===== config.mk =====
export PLATFORM = sky130hd
export DESIGN_NAME = crc8_checked_word_frame_receiver
export DESIGN_NICKNAME = d
export VERILOG_FILES = /design/src/sv/crc8wfr_pkg.sv /design/src/sv/crc8wfr_word_store.sv /design/src/sv/crc8_checked_word_frame_receiver.sv
export VERILOG_INCLUDE_DIRS = /design/src /design/src/sv
export SDC_FILE = /design/constraint.sdc
export NUM_CORES = 1
export LEC_CHECK = 0
export ABC_AREA = 1
export BUFFER_PORTS_ARGS = -buffer_cell sky130_fd_sc_hd__buf_4
export CAP_MARGIN = 20
export CORE_ASPECT_RATIO = 0.75
export CORE_UTILIZATION = 55
export DETAILED_ROUTE_END_ITERATION = 10
export PLACE_DENSITY = 0.77
export SLEW_MARGIN = 20
export SYNTH_ARGS = -nofsm -noshare
export SYNTH_HDL_FRONTEND = slang
export SYNTH_SLANG_ARGS = --single-unit

===== constraint.sdc =====
create_clock -name clk -period 10.95 [get_ports clk]
set_input_delay 2.19 -clock clk [delete_from_list [all_inputs] [get_ports clk]]
set_output_delay 2.19 -clock clk [all_outputs]
set_load 0.03 [all_outputs]

===== src/sv/crc8_checked_word_frame_receiver_assert.svh =====
// ----------------------------------------------------------------------------
// Assertion macros for the CRC-8 word frame receiver
// Each macro expands to a clocked concurrent assertion in simulation and to
// nothing when SYNTHESIS is defined.
// ----------------------------------------------------------------------------
`ifndef CRC8_CHECKED_WORD_FRAME_RECEIVER_ASSERT_SVH
`define CRC8_CHECKED_WORD_FRAME_RECEIVER_ASSERT_SVH

`ifndef SYNTHESIS

// Same-cycle implication, disabled during reset
`define CRC8WFR_ASSERT_IMPLY(label, clk, rst_n, cond, expr, msg) \
    label: assert property (@(posedge clk) disable iff (!rst_n) (cond) |-> (expr)) \
        else $error(msg);

// Next-cycle implication, disabled during reset
`define CRC8WFR_ASSERT_NEXT(label, clk, rst_n, cond, expr, msg) \
    label: assert property (@(posedge clk) disable iff (!rst_n) (cond) |=> (expr)) \
        else $error(msg);

`else

`define CRC8WFR_ASSERT_IMPLY(label, clk, rst_n, cond, expr, msg)
`define CRC8WFR_ASSERT_NEXT(label, clk, rst_n, cond, expr, msg)

`endif

`endif


===== src/sv/crc8wfr_pkg.sv =====
// ----------------------------------------------------------------------------
// CRC-8 word frame receiver package
// Word types shared by the receiver and its word store, plus the CRC
// constants and the per-byte CRC-8 step used by the receiver.
// ----------------------------------------------------------------------------
`default_nettype none

package crc8wfr_pkg;

    // Field widths
    localparam int BYTE_W    = 8;
    localparam int WORD_W    = 16;
    localparam int VALUE_W   = 32;
    localparam int LEN_W     = 3;
    localparam int BAD_W     = 3;
    localparam int IDX_W     = 4;
    localparam int OUT_WORDS = 6;

    // CRC-8: poly 0x31, init 0xFF, no reflection, no final xor
    localparam logic [BYTE_W-1:0] CRC_INIT = 8'hFF;
    localparam logic [BYTE_W-1:0] CRC_POLY = 8'h31;
    localparam logic [BYTE_W-1:0] CRC_MSB  = 8'h80;

    // Lead word value that flags data ready
    localparam logic [WORD_W-1:0] READY_WORD = 16'h0001;

    // Frame length after reset
    localparam logic [LEN_W-1:0] WORDS_RESET = 3'd6;

    // Position of a byte inside its word
    typedef enum logic [2:0] {
        PH_MSB = 3'b001,
        PH_LSB = 3'b010,
        PH_CRC = 3'b100
    } phase_t;

    typedef struct packed {
        logic [BYTE_W-1:0] rx_byte;
        logic              frame_start;
    } in_word_t;

    typedef struct packed {
        logic [VALUE_W-1:0] first_value;
        logic [VALUE_W-1:0] second_value;
        logic [VALUE_W-1:0] third_value;
        logic [WORD_W-1:0]  lead_word;
        logic               ready_flag;
        logic               crc_status;
        logic [BAD_W-1:0]   bad_word_index;
    } out_word_t;

    // Store write control: clear all entries, then write one byte of one entry
    typedef struct packed {
        logic              clear;
        logic              wr_hi;
        logic              wr_lo;
        logic [IDX_W-1:0]  idx;
        logic [BYTE_W-1:0] data;
    } store_ctrl_t;

    typedef logic [OUT_WORDS-1:0][WORD_W-1:0] word_set_t;

    // Feed one byte through the CRC-8, MSB first
    function automatic logic [BYTE_W-1:0] crc8_feed(input logic [BYTE_W-1:0] crc,
                                                    input logic [BYTE_W-1:0] data);
        logic [BYTE_W-1:0] c;
        c = crc ^ data;
        for (int b = 0; b < BYTE_W; b++) begin
            if ((c & CRC_MSB) != '0)
            begin
                c = (c << 1) ^ CRC_POLY;
            end
            else
            begin
                c = c << 1;
            end
        end
        return c;
    endfunction

endpackage

`default_nettype wire


===== src/sv/crc8wfr_word_store.sv =====
// ----------------------------------------------------------------------------
// Word store
// Holds the data half of each received word of the current frame; entries
// clear together at frame start and after a frame completes.
// ----------------------------------------------------------------------------
`default_nettype none

module crc8wfr_word_store #(
    parameter int MAX_WORDS = 6
) (
    input  wire logic                     clk,
    input  wire logic                     rst_n,
    input  wire crc8wfr_pkg::store_ctrl_t ctrl,
    output crc8wfr_pkg::word_set_t        words
);

    logic [crc8wfr_pkg::WORD_W-1:0] store_reg  [MAX_WORDS];
    logic [crc8wfr_pkg::WORD_W-1:0] store_next [MAX_WORDS];

    // Clear, then write the addressed byte
    always_comb
    begin
        for (int i = 0; i < MAX_WORDS; i++) begin
            store_next[i] = ctrl.clear ? '0 : store_reg[i];
            if (ctrl.idx == crc8wfr_pkg::IDX_W'(i))
            begin
                if (ctrl.wr_hi)
                begin
                    store_next[i] = {ctrl.data, {crc8wfr_pkg::BYTE_W{1'b0}}};
                end
                if (ctrl.wr_lo)
                begin
                    store_next[i] = store_next[i] |
                                    {{crc8wfr_pkg::BYTE_W{1'b0}}, ctrl.data};
                end
            end
        end
    end

    // Hold entries
    always_ff @(posedge clk or negedge rst_n)
    begin
        if (!rst_n)
        begin
            for (int i = 0; i < MAX_WORDS; i++) begin
                store_reg[i] <= '0;
            end
        end
        else
        begin
            for (int i = 0; i < MAX_WORDS; i++) begin
                store_reg[i] <= store_next[i];
            end
        end
    end

    // Present the output words; words past the store read as zero
    for (genvar g = 0; g < crc8wfr_pkg::OUT_WORDS; g++) begin : g_word
        if (g < MAX_WORDS) begin : g_held
            assign words[g] = store_reg[g];
        end
        else begin : g_none
            assign words[g] = '0;
        end
    end

endmodule

`default_nettype wire


===== src/sv/crc8_checked_word_frame_receiver.sv =====
// ----------------------------------------------------------------------------
// CRC-8 checked word frame receiver: one byte per cycle, CRC checked per word
// Result valid in the cycle after the last word's CRC byte is accepted.
// Throughput one byte per cycle; in_ready drops only for a CRC byte while a result waits.
// Async reset: frame length 6, empty frame, no result pending.
// ----------------------------------------------------------------------------
`default_nettype none

`include "crc8_checked_word_frame_receiver_assert.svh"

module crc8_checked_word_frame_receiver #(
    parameter int MAX_WORDS = 6
) (
    input  wire logic                                clk,
    input  wire logic                                rst_n,
    input  wire logic                                in_valid,
    output logic                                     in_ready,
    input  wire crc8wfr_pkg::in_word_t               in_data,
    output logic                                     out_valid,
    input  wire logic                                out_ready,
    output crc8wfr_pkg::out_word_t                   out_data,
    input  wire logic                                cfg_valid,
    output logic                                     cfg_ready,
    input  wire logic [crc8wfr_pkg::LEN_W-1:0]       cfg_data
);

    localparam int CW   = (MAX_WORDS > 1) ? $clog2(MAX_WORDS) : 1;
    localparam int LENW = (CW + 1 > crc8wfr_pkg::LEN_W) ? CW + 1 : crc8wfr_pkg::LEN_W;

    logic [crc8wfr_pkg::LEN_W-1:0]  wpf_reg;
    crc8wfr_pkg::phase_t            phase_reg, phase_next, phase_eff;
    logic [CW-1:0]                  count_reg, count_next, count_eff;
    logic [crc8wfr_pkg::BYTE_W-1:0] crc_reg, crc_next;
    logic                           err_reg, err_next, err_eff, err_hit;
    logic [CW-1:0]                  bad_reg, bad_next, bad_eff, bad_hit;
    logic [crc8wfr_pkg::IDX_W-1:0]  bad_ext;
    logic [LENW-1:0]                frame_len, count_plus;
    logic                           in_fire, result_fire;
    logic                           out_valid_reg;
    crc8wfr_pkg::out_word_t         out_data_reg, result;
    crc8wfr_pkg::store_ctrl_t       store_ctrl;
    crc8wfr_pkg::word_set_t         words;

    assign in_fire   = in_valid && in_ready;
    assign in_ready  = !out_valid_reg || out_ready || (phase_reg != crc8wfr_pkg::PH_CRC);
    assign cfg_ready = 1'b1;
    assign out_valid = out_valid_reg;
    assign out_data  = out_data_reg;

    // Clamp the configured length to 1..MAX_WORDS
    always_comb
    begin
        frame_len = LENW'(wpf_reg);
        if (wpf_reg == '0)
        begin
            frame_len = LENW'(1);
        end
        else if (LENW'(wpf_reg) > LENW'(MAX_WORDS))
        begin
            frame_len = LENW'(MAX_WORDS);
        end
    end

    // Frame start drops the partial frame
    assign phase_eff  = in_data.frame_start ? crc8wfr_pkg::PH_MSB : phase_reg;
    assign count_eff  = in_data.frame_start ? '0 : count_reg;
    assign err_eff    = in_data.frame_start ? 1'b0 : err_reg;
    assign bad_eff    = in_data.frame_start ? '0 : bad_reg;
    assign count_plus = LENW'(count_reg) + LENW'(1);

    // Record the first bad word
    assign err_hit = err_eff || (crc_reg != in_data.rx_byte);
    assign bad_hit = err_eff ? bad_eff : count_eff;
    assign bad_ext = crc8wfr_pkg::IDX_W'(bad_hit);

    // Advance the byte phase, CRC and word count
    always_comb
    begin
        phase_next       = phase_reg;
        count_next       = count_reg;
        crc_next         = crc_reg;
        err_next         = err_reg;
        bad_next         = bad_reg;
        result_fire      = 1'b0;
        store_ctrl.clear = 1'b0;
        store_ctrl.wr_hi = 1'b0;
        store_ctrl.wr_lo = 1'b0;
        store_ctrl.idx   = crc8wfr_pkg::IDX_W'(count_eff);
        store_ctrl.data  = in_data.rx_byte;
        if (in_fire)
        begin
            store_ctrl.clear = in_data.frame_start;
            count_next       = count_eff;
            err_next         = err_eff;
            bad_next         = bad_eff;
            case (phase_eff)
                crc8wfr_pkg::PH_MSB:
                begin
                    crc_next         = crc8wfr_pkg::crc8_feed(crc8wfr_pkg::CRC_INIT,
                                                              in_data.rx_byte);
                    store_ctrl.wr_hi = 1'b1;
                    phase_next       = crc8wfr_pkg::PH_LSB;
                end
                crc8wfr_pkg::PH_LSB:
                begin
                    crc_next         = crc8wfr_pkg::crc8_feed(crc_reg, in_data.rx_byte);
                    store_ctrl.wr_lo = 1'b1;
                    phase_next       = crc8wfr_pkg::PH_CRC;
                end
                crc8wfr_pkg::PH_CRC:
                begin
                    crc_next   = crc8wfr_pkg::CRC_INIT;
                    phase_next = crc8wfr_pkg::PH_MSB;
                    if (count_plus < frame_len)
                    begin
                        count_next = count_reg + CW'(1);
                        err_next   = err_hit;
                        bad_next   = bad_hit;
                    end
                    else
                    begin
                        result_fire      = 1'b1;
                        store_ctrl.clear = 1'b1;
                        count_next       = '0;
                        err_next         = 1'b0;
                        bad_next         = '0;
                    end
                end
                default:
                begin
                    crc_next   = crc8wfr_pkg::CRC_INIT;
                    phase_next = crc8wfr_pkg::PH_MSB;
                end
            endcase
        end
    end

    // Build the frame result from the stored words and the CRC error state
    always_comb
    begin
        result.first_value    = {words[0], words[1]};
        result.second_value   = {words[2], words[3]};
        result.third_value    = {words[4], words[5]};
        result.lead_word      = words[0];
        result.ready_flag     = (words[0] == crc8wfr_pkg::READY_WORD);
        result.crc_status     = err_hit;
        result.bad_word_index = err_hit ? bad_ext[crc8wfr_pkg::BAD_W-1:0] : '0;
    end

    crc8wfr_word_store #(
        .MAX_WORDS (MAX_WORDS)
    ) u_store (
        .clk   (clk),
        .rst_n (rst_n),
        .ctrl  (store_ctrl),
        .words (words)
    );

    // Hold frame control state
    always_ff @(posedge clk or negedge rst_n)
    begin
        if (!rst_n)
        begin
            wpf_reg   <= crc8wfr_pkg::WORDS_RESET;
            phase_reg <= crc8wfr_pkg::PH_MSB;
            count_reg <= '0;
            crc_reg   <= crc8wfr_pkg::CRC_INIT;
            err_reg   <= 1'b0;
            bad_reg   <= '0;
        end
        else
        begin
            if (cfg_valid && cfg_ready)
            begin
                wpf_reg <= cfg_data;
            end
            phase_reg <= phase_next;
            count_reg <= count_next;
            crc_reg   <= crc_next;
            err_reg   <= err_next;
            bad_reg   <= bad_next;
        end
    end

    // Hold the result word until taken
    always_ff @(posedge clk or negedge rst_n)
    begin
        if (!rst_n)
        begin
            out_valid_reg <= 1'b0;
        end
        else if (result_fire)
        begin
            out_valid_reg <= 1'b1;
        end
        else if (out_ready)
        begin
            out_valid_reg <= 1'b0;
        end
    end

    always_ff @(posedge clk)
    begin
        if (result_fire)
        begin
            out_data_reg <= result;
        end
    end

    `CRC8WFR_ASSERT_IMPLY(a_no_overwrite, clk, rst_n, result_fire, !out_valid_reg || out_ready, "result overwrites a pending word")
    `CRC8WFR_ASSERT_IMPLY(a_rise_from_crc, clk, rst_n, $rose(out_valid_reg), $past(in_fire && phase_reg == crc8wfr_pkg::PH_CRC), "result without a CRC byte")
    `CRC8WFR_ASSERT_IMPLY(a_count_range, clk, rst_n, 1'b1, LENW'(count_reg) < LENW'(MAX_WORDS), "word count past store depth")
    `CRC8WFR_ASSERT_IMPLY(a_bad_index_clean, clk, rst_n, out_valid_reg && !out_data_reg.crc_status, out_data_reg.bad_word_index == '0, "bad index set without CRC error")
    `CRC8WFR_ASSERT_NEXT(a_crc_rearm, clk, rst_n, in_fire && phase_eff == crc8wfr_pkg::PH_CRC, crc_reg == crc8wfr_pkg::CRC_INIT, "CRC not re-armed after CRC byte")

endmodule

`default_nettype wire

## Yosys cells after proc, flatten, opt, wreduce, memory -nomap -nowiden

Index checks and enable logic that the tools add are counted.

- Flip-flop bits (word level): 235
- Bits of input ports: 17
- Output and inout port bits: 120
- Word-level logic and storage cells: 166

- Add/subtract/negate cells: 2
- Magnitude comparators: 2
- Equality and inequality tests: 11
- Mux-type cells: 99
- Bitwise logic cells: 24
- Reduce and logical (&&, ||, !) cells: 8

Operator list:

| operator | count |
|---|---|
| 16-bit two-way mux | 30 |
| 8-bit two-way mux | 28 |
| 6-bit two-way mux | 16 |
| 16-bit by 8-bit OR with 16-bit output | 6 |
| 3-bit NOT | 16 |
| 3-bit two-way mux | 10 |
| 16-bit by 1-bit equality test with 1-bit output (second input constant) | 1 |
| 8-bit one-hot mux with 2 select lines | 1 |
| 1-bit two-way mux | 12 |
| 3-bit by 2-bit equality test with 1-bit output (second input constant) | 3 |
| 3-bit equality test (second input constant) | 3 |
| 8-bit != test | 1 |
| 8-bit NOT | 1 |
| 8-bit bitwise XOR | 1 |
| 3-bit by 1-bit equality test with 1-bit output (second input constant) | 2 |
| 3-bit one-hot mux with 2 select lines | 1 |
| 3-bit by 1-bit adder with 4-bit output (second input constant) | 1 |
| 4-bit zero test | 1 |
| 4-bit less-than comparator | 1 |
| 4-bit two-way mux | 1 |
| 3-bit by 1-bit adder with 3-bit output (second input constant) | 1 |
| 3-bit greater-than comparator (second input constant) | 1 |
| 3-bit zero test | 1 |
| 1-bit logical OR | 3 |
| other kinds (4) | 4 |

## Depth between registers and ports, before layout

Gate-level depths: netlist of the first run.

- Word-level depth: 32
- Mapped depth: 14
- Gate-level depth less buffers: 13

## Hierarchy

Synthesis of the first run repeated with hierarchy kept, for this count alone.

- Cell total of the unflattened synthesis: 1061
- Area, all modules: 9944.5 µm²

By module, submodules not included:

| module | instances | cells each | area an instance (µm²) | sequential area each (µm²) |
|---|---|---|---|---|
| crc8_checked_word_frame_receiver | 1 | 397 | 5097.4 | 3597.2 |
| crc8wfr_word_store | 1 | 664 | 4847.1 | 2402.3 |

## Worst setup path before layout of the first run

Ideal clock, no wire load.

- Path type: input-to-reg
- Start: in out_ready
- End: reg out_data_reg (netlist bit out_data[0]) (enable)
- Library setup time: 455 ps
- Data arrival time: 4957 ps
- Data required time: 10495 ps
- Setup slack: 5538 ps
- Stages: 7
- Path buffers: 1
- Cell sequence: inv_1 nand3_2 nand2_2 inv_2 nand3_4 buf_2 inv_1

- Cells in the longest elaborated chain, start to end: 4

Ends and longest elaborated chain:

| element | line | RTL |
|---|---|---|
| start, declared | crc8_checked_word_frame_receiver.sv:20 | `input wire logic out_ready,` |
| 1-bit logical OR (2 in series) | crc8_checked_word_frame_receiver.sv:45 | `assign in_ready = !out_valid_reg \|\| out_ready \|\| (phase_reg != crc8wfr_pkg::PH_CRC);` |
| named net in_ready | crc8_checked_word_frame_receiver.sv:17 | `output logic in_ready,` |
| 1-bit logical AND | crc8_checked_word_frame_receiver.sv:44 | `assign in_fire = in_valid && in_ready;` |
| 1-bit two-way mux | crc8_checked_word_frame_receiver.sv:90 | `if (in_fire)` |
| named net result_fire | crc8_checked_word_frame_receiver.sv:38 | `logic in_fire, result_fire;` |
| end signal, assigned | crc8_checked_word_frame_receiver.sv:206 | `out_data_reg <= result;` |
| end, declared | crc8_checked_word_frame_receiver.sv:40 | `crc8wfr_pkg::out_word_t out_data_reg, result;` |

The timed path passes the listed nets, and every way through them passes these cells.
A chain may end at the register's enable or synchronous reset.

## Worst setup path after layout of the first run

- Start: in out_ready
- End: out in_ready

- Cells in the longest elaborated chain, start to end: 2

Ends and longest elaborated chain:

| element | line |
|---|---|
| 1-bit logical OR (2 in series) | crc8_checked_word_frame_receiver.sv:45 |
| end, declared | crc8_checked_word_frame_receiver.sv:17 |

Every way passes these cells.

==> metrics.txt, run 1 <==
wirelength, routed 21.0 mm; Syn-to-layout area delta 17.3%; Die Area 0.0172 sq mm; dpl ws 5.90 ns; Mapped Avg Cell Area 10.5 sq um; sw power 450 uW; GRT Resource Usage Total 25.1%; Nets 1003; clock tree buffer depth 3; DR top layer met4; Sw Share 25.2%; vias in the first global route 6055; clk_lat worst skew 0.50 ns; Hold Crit Depth 0; Via density 5.47; TritonCTS Buffers 21; initial core utilization 56.8%; Setup TNS Final 0 ns; status finished clean; Port Buf Inserts 135; Max FO, Critical Path 2; Setup crit end kind output port; Yosys top cell by area edfxtp_1; Comb power frac 10.4%; width of the die 151 um; Least-Margin Pin Slew 0.976 ns; Core ar. 0.0162 sq mm; CTS clk-pin slew, worst paths 0.06 ns; RSZ-0062 raised after global routing false; I/O pins 137; CP startpoint kind primary input; largest family of logic cells by synthesized area simple AND/OR/NAND/NOR gates; CTS tree yes; clock sink total 219; DRC viols 0; total grt overflow 0; top cells by area, synth edfxtp_1 33%, dfrtp_1 29%, nand2_1 12%, dfstp_2 3.1%, o21ai_1 2.9%; library cells used by synthesis 35; worst vdd ir 93.8 uV; M1 wire length 9.37 mm; Hold Violations, Final 0; Post-Syn Instances 872; WS Path Type in -> out; Synth Register Bits 219; Post-CTS Setup Repair Bufs 0; vias 6602; Synth Area in Simple Gates 20.8%; GPL Wtd Cong 0.905; setup ws final 6.11 ns; ANT cells 0; top cell type's share of synthesized area 33.0%; yosys warns 0; f_max 206 MHz; met3 WL 2.07 mm; synthesized net count 892; XOR/XNOR Fraction of Synth Area 1.24%; CP arrival 2.65 ns; Hold Crit Class reg -> reg; DR WL/cell 17.4 um; Compound-Gate Fraction of Synth Area 5.73%; max reg flops 101; most frequent cells in the layout 299 x nand2_1, 136 x buf_4, 107 x dfrtp_1, 101 x edfxtp_1, 54 x o21ai_1; initial antenna violation count 0; Rows 40; post-cts resize count 0; DRT antenna net count 0; Root Driver clkbuf_16; DRT iter0 DRCs 762; WP data required 8.76 ns; mux cell area share after synthesis 0%; routed length on met2 9.17 mm; P per Cell Area 166 mW/mm^2; # Max-Cap Violations 0; Seq pwr share 51.5%; R2R setup slack 7.81 ns; Seq/Total Area, Yosys 65.4%; post-detailed-placement half-perimeter wirelength 13.6 mm; most common cell after layout, fill and taps aside nand2_1; Setup violations, final 0; P_int 1.34 mW; H-tree depth 1; clk_skew 0.0223 ns; Slew Limit Fails 0; Initial DRT Pass Iterations 5; clock network power share 38.1%; Cell Area, Synth 0.00918 sq mm; largest net degree at the start of global routing 92; CTS Hold Bufs 0; Pleak 4.85 nW; adder-cell share of the synthesized area 0.409%; fin crit period 4.84 ns; reg2reg path depth 7; Slew Limit Headroom 34.9%; share of cells above drive strength 1 22.2%; crit share post-route 44.2%; first-pass GRT wire length 32.7 mm; Die Ht 114 um
==> synth_stat cells (all sizes together) <==
cell type,n
a21oi,18
a22oi,1
a31oi,3
buf,46
clkbuf,3
conb,1
dfrtp,107
dfstp,11
edfxtp,101
ha,3
inv,62
nand2,311
nand3,25
nand4,33
nor2,42
nor3,11
nor4,4
o21ai,76
or2,1
xnor2,7
xor2,6
==> per-stage QoR <==
| step | area [sq um] | util, % | cells | total power [mW] | hold WS, ns |
|---|---|---|---|---|---|
| floorplan | 9180 | - | 872 | 1.07 | 0.425 |
| global placement | 10100 | 62.6 | 1170 | 1.12 | 0.430 |
| detailed placement | 10100 | 62.6 | 1170 | 1.12 | 0.430 |
| CTS | 10800 | 66.6 | 1208 | 1.79 | 0.446 |
| global route | 10800 | 66.6 | 1208 | 1.85 | 0.465 |
| finish | 10800 | 66.6 | 1208 | 1.79 | 0.449 |
==> cells by family after synthesis <==
kind of cell | after synthesis
AO/OA/AOI/OAI | 98
XOR/XNOR | 13
adder cells (fa/ha/maj) | 3
buffers and inverters | 111
flip-flops | 219
other | 1
AND/OR/NAND/NOR | 427
==> area by class of cell <==
type                            count  area [sq um]
Clock inverter                     11          86.3
Inverter                           62           235
Sequential cell                   219          6000
Clock buffer                       27           558
Timing Repair Buffer              137          1030
Multi-Input combinational cell    542          2590
Tap cell                          210           263
Fill cell                        1253          5400
==> critical path, cell delays in order <==
cell     delay [ns]
buf_4          0.11
inv_1          0.08
nand3_2        0.09
buf_4          0.18
==> path summary, 6_finish.rpt <==
| kind | startpoint | end |
|---|---|---|
| min | u_store.words[69]$_DFF_PN0_ | out_data[42]$_DFFE_PP_ |
| max | out_ready | in_ready |
| max reg2reg | phase_reg[0]$_DFFE_PN1P_ | out_data[21]$_DFFE_PP_ |
| min in group asynchronous | rst_n | count_reg[1]$_DFFE_PN0P_ |
| max in group asynchronous | rst_n | u_store.words[10]$_DFF_PN0_ |
| min reg2reg | u_store.words[69]$_DFF_PN0_ | out_data[42]$_DFFE_PP_ |
==> power groups by stage <==
stage | Combinational [mW] | Clock (mW) | Sequential [mW]
6_report | 0.186 | 0.681 | 0.920
5_1_grt | 0.210 | 0.719 | 0.923
4_1_cts | 0.185 | 0.690 | 0.919
3_5_place_dp | 0.183 | 0 | 0.934
3_3_place_gp | 0.181 | 0 | 0.934
2_1_floorplan | 0.136 | 0 | 0.930
==> routing by layer <==
| layer | vias up | track usage [%] |
|---|---|---|
| met1 | 3179 | 39.0 |
| met4 | 0 | 6.40 |
| met2 | 297 | 35.7 |
| li1 | 3093 | - |
| met5 | - | 0 |
| met3 | 33 | 5.64 |
No activity file was read; power rests on OpenSTA's default activity.
==> run 2: changes to the inputs <==
--- a/config.mk
+++ b/config.mk
@@ -10,9 +10,9 @@
 export BUFFER_PORTS_ARGS = -buffer_cell sky130_fd_sc_hd__buf_4
 export CAP_MARGIN = 20
 export CORE_ASPECT_RATIO = 0.75
-export CORE_UTILIZATION = 55
+export CORE_UTILIZATION = 51
 export DETAILED_ROUTE_END_ITERATION = 10
-export PLACE_DENSITY = 0.77
+export PLACE_DENSITY = 0.75
 export SLEW_MARGIN = 20
 export SYNTH_ARGS = -nofsm -noshare
 export SYNTH_HDL_FRONTEND = slang
==> constraint.sdc (replaced) <==
create_clock -name clk -period 4.2 [get_ports clk]
set_input_delay 0.84 -clock clk [delete_from_list [all_inputs] [get_ports clk]]
set_output_delay 0.84 -clock clk [all_outputs]
set_load 0.03 [all_outputs]
==> metrics.txt, run 2 (synthesis gave the netlist of run 1 again) <==
clock network power share 41.5% (+3.4 points); initial antenna violation count 0 (unchanged); Total Power 4.93 mW (+180%); Initial DRT Pass Iterations 5 (unchanged); Port Buf Inserts 135 (unchanged); Post-CTS Setup Repair Bufs 0 (unchanged); CTS Hold Bufs 0 (unchanged); Hold Crit Class in -> async; Slew Limit Headroom 42.0% (+7.1 points); clk_skew 0.00949 ns (-0.0128 ns); fin area 0.0110 sq mm (+1.8%); WP data required 4.60 ns (-4.16 ns); worst vdd ir 282 uV (+200%); width of the die 157 um (+3.8%); largest net degree at the start of global routing 69 (-25%); Max FO, Critical Path 64 (+62); DRT antenna net count 0 (unchanged); vias 6575 (-0.41%); Placed Cells incl. Taps 1207 (+3.2%); Slew Limit Fails 0 (unchanged); RSZ-0062 raised after global routing false; Seq pwr share 48.6% (-2.9 points); most frequent cells in the layout 299 x nand2_1, 141 x buf_4, 107 x dfrtp_1, 101 x edfxtp_1, 54 x o21ai_1; status finished clean; DRC viols 0 (unchanged); max reg flops 101 (unchanged); P per Cell Area 450 mW/mm^2 (+170%); f_max 346 MHz; H-tree depth 1 (unchanged); first-pass GRT wire length 33.4 mm (+2.0%); I/O pins 137 (unchanged); Setup TNS Final 0 ns (unchanged); # Max-Cap Violations 0 (unchanged); WS Path Type reg -> reg; Final Non-Filler Cells 1245 (+3.1%); CTS tree yes; DRT iter0 DRCs 747 (-2.0%); ANT cells 0 (unchanged); Post-DP Area 0.0102 sq mm (+0.89%); share of cells above drive strength 1 22.9% (+0.69 points); clock tree buffer depth 3 (unchanged); sw power 1.21 mW (+170%); GPL Wtd Cong 0.903 (-0.24%); P_int 3.72 mW (+180%); Via density 5.28 (-3.4%); Root Driver clkbuf_16; Die Ht 118 um (+3.8%); crit share post-route 68.9%; Pleak 4.92 nW (+1.3%); most common cell after layout, fill and taps aside nand2_1; worst r2r src phase_reg[2]$_DFFE_PN0P_; Core Util, Final 62.3% (-4.3 points); Comb power frac 9.9% (-0.5 points); total grt overflow 0 (unchanged); hold slack 0.440 ns (-0.00849 ns); fin crit period 2.89 ns; Rows 42 (+5.0%); Nets 1008 (+0.50%); CP startpoint kind flip-flop; crit path launch phase_reg[2]$_DFFE_PN0P_; Core ar. 0.0176 sq mm (+8.9%); Syn-to-layout area delta 19.4%; clock sink total 219 (unchanged); Die Area 0.0185 sq mm (+7.7%); Setup crit end kind flip-flop; vias in the first global route 6095 (+0.66%); GRT Resource Usage Total 23.6% (-1.5 points); initial core utilization 52.1% (-4.6 points); Sw Share 24.6% (-0.56 points); Setup violations, final 0 (unchanged); dpl ws 1.01 ns (-4.89 ns); post-cts resize count 0 (unchanged); Hold Violations, Final 0 (unchanged); post-detailed-placement half-perimeter wirelength 14.2 mm (+3.7%); setup ws final 1.31 ns (-4.80 ns); clk_lat worst skew 0.50 ns (about the same); CP arrival 3.29 ns (+0.64 ns); DR WL/cell 17.2 um (-1.2%); CTS clk-pin slew, worst paths 0.07 ns (about the same); wirelength, routed 21.4 mm (+1.9%); Least-Margin Pin Slew 0.869 ns (-0.106 ns); TritonCTS Buffers 21 (unchanged)
-- run 2: cell types whose count changed in the layout (fill, tap and decap cells not counted) --
| cell | delta |
|---|---|
| bufinv_16 | +4 |
| clkbuf_1 | -3 |
| buf_6 | -1 |
| buf_12 | +1 |
| buf_4 | +5 |
| clkinv_2 | -4 |
| clkbuf_8 | -1 |
| clkinv_4 | +1 |
| clkinvlp_4 | +3 |
-- run 2: cell type report --
class	count	area, sq um
timing repair buffer	142	1080
clock inverter	15	218
sequential	219	6000
inverter	62	235
tap	242	303
multi-input combinational	542	2590
clock buffer	23	533
fill	1382	6650
-- run 2: final timing paths --
path	endpoint	slack, ns	depth (start not counted)
setup / recovery	u_store.words[63]$_DFF_PN0_	1.31	8
hold / removal	u_store.words[53]$_DFF_PN0_	0.44	1
setup reg to reg	u_store.words[63]$_DFF_PN0_	1.31	8
hold reg to reg	out_data[59]$_DFFE_PP_	0.45	0
max in group asynchronous	crc_reg[3]$_DFFE_PN1P_	2.80	2
min in group clk	out_data[59]$_DFFE_PP_	0.45	0
-- run 2: metal layers --
| layer | GRT usage (%) | up-vias | part of all wire, % |
|---|---|---|---|
| met5 | 0 | - | 0 |
| met1 | 37.1 | 3151 | 46 |
| met4 | 5.15 | 0 | 2.0 |
| li1 | - | 3111 | - |
| met3 | 4.18 | 33 | 8.6 |
| met2 | 34.3 | 280 | 44 |
-- run 2: power groups by stage --
| stage | sequential, mW | clock [mW] | combinational [mW] |
|---|---|---|---|
| after global routing | 2.40 | 2.16 | 0.551 |
| after floorplan | 2.42 | 0 | 0.353 |
| after global placement | 2.43 | 0 | 0.469 |
| final | 2.39 | 2.05 | 0.488 |
| after detailed placement | 2.43 | 0 | 0.482 |
| after CTS | 2.39 | 2.07 | 0.484 |
-- run 2: worst max-delay path: stages (launching register included) --
cell     delay (ns)
dfrtp_1        0.41
inv_2          0.08
nor3_4         0.17
nand3_2        0.11
nand2_2        0.25
inv_2          0.24
nand2_2        0.54
nand2_4        0.55
o21ai_0        0.39
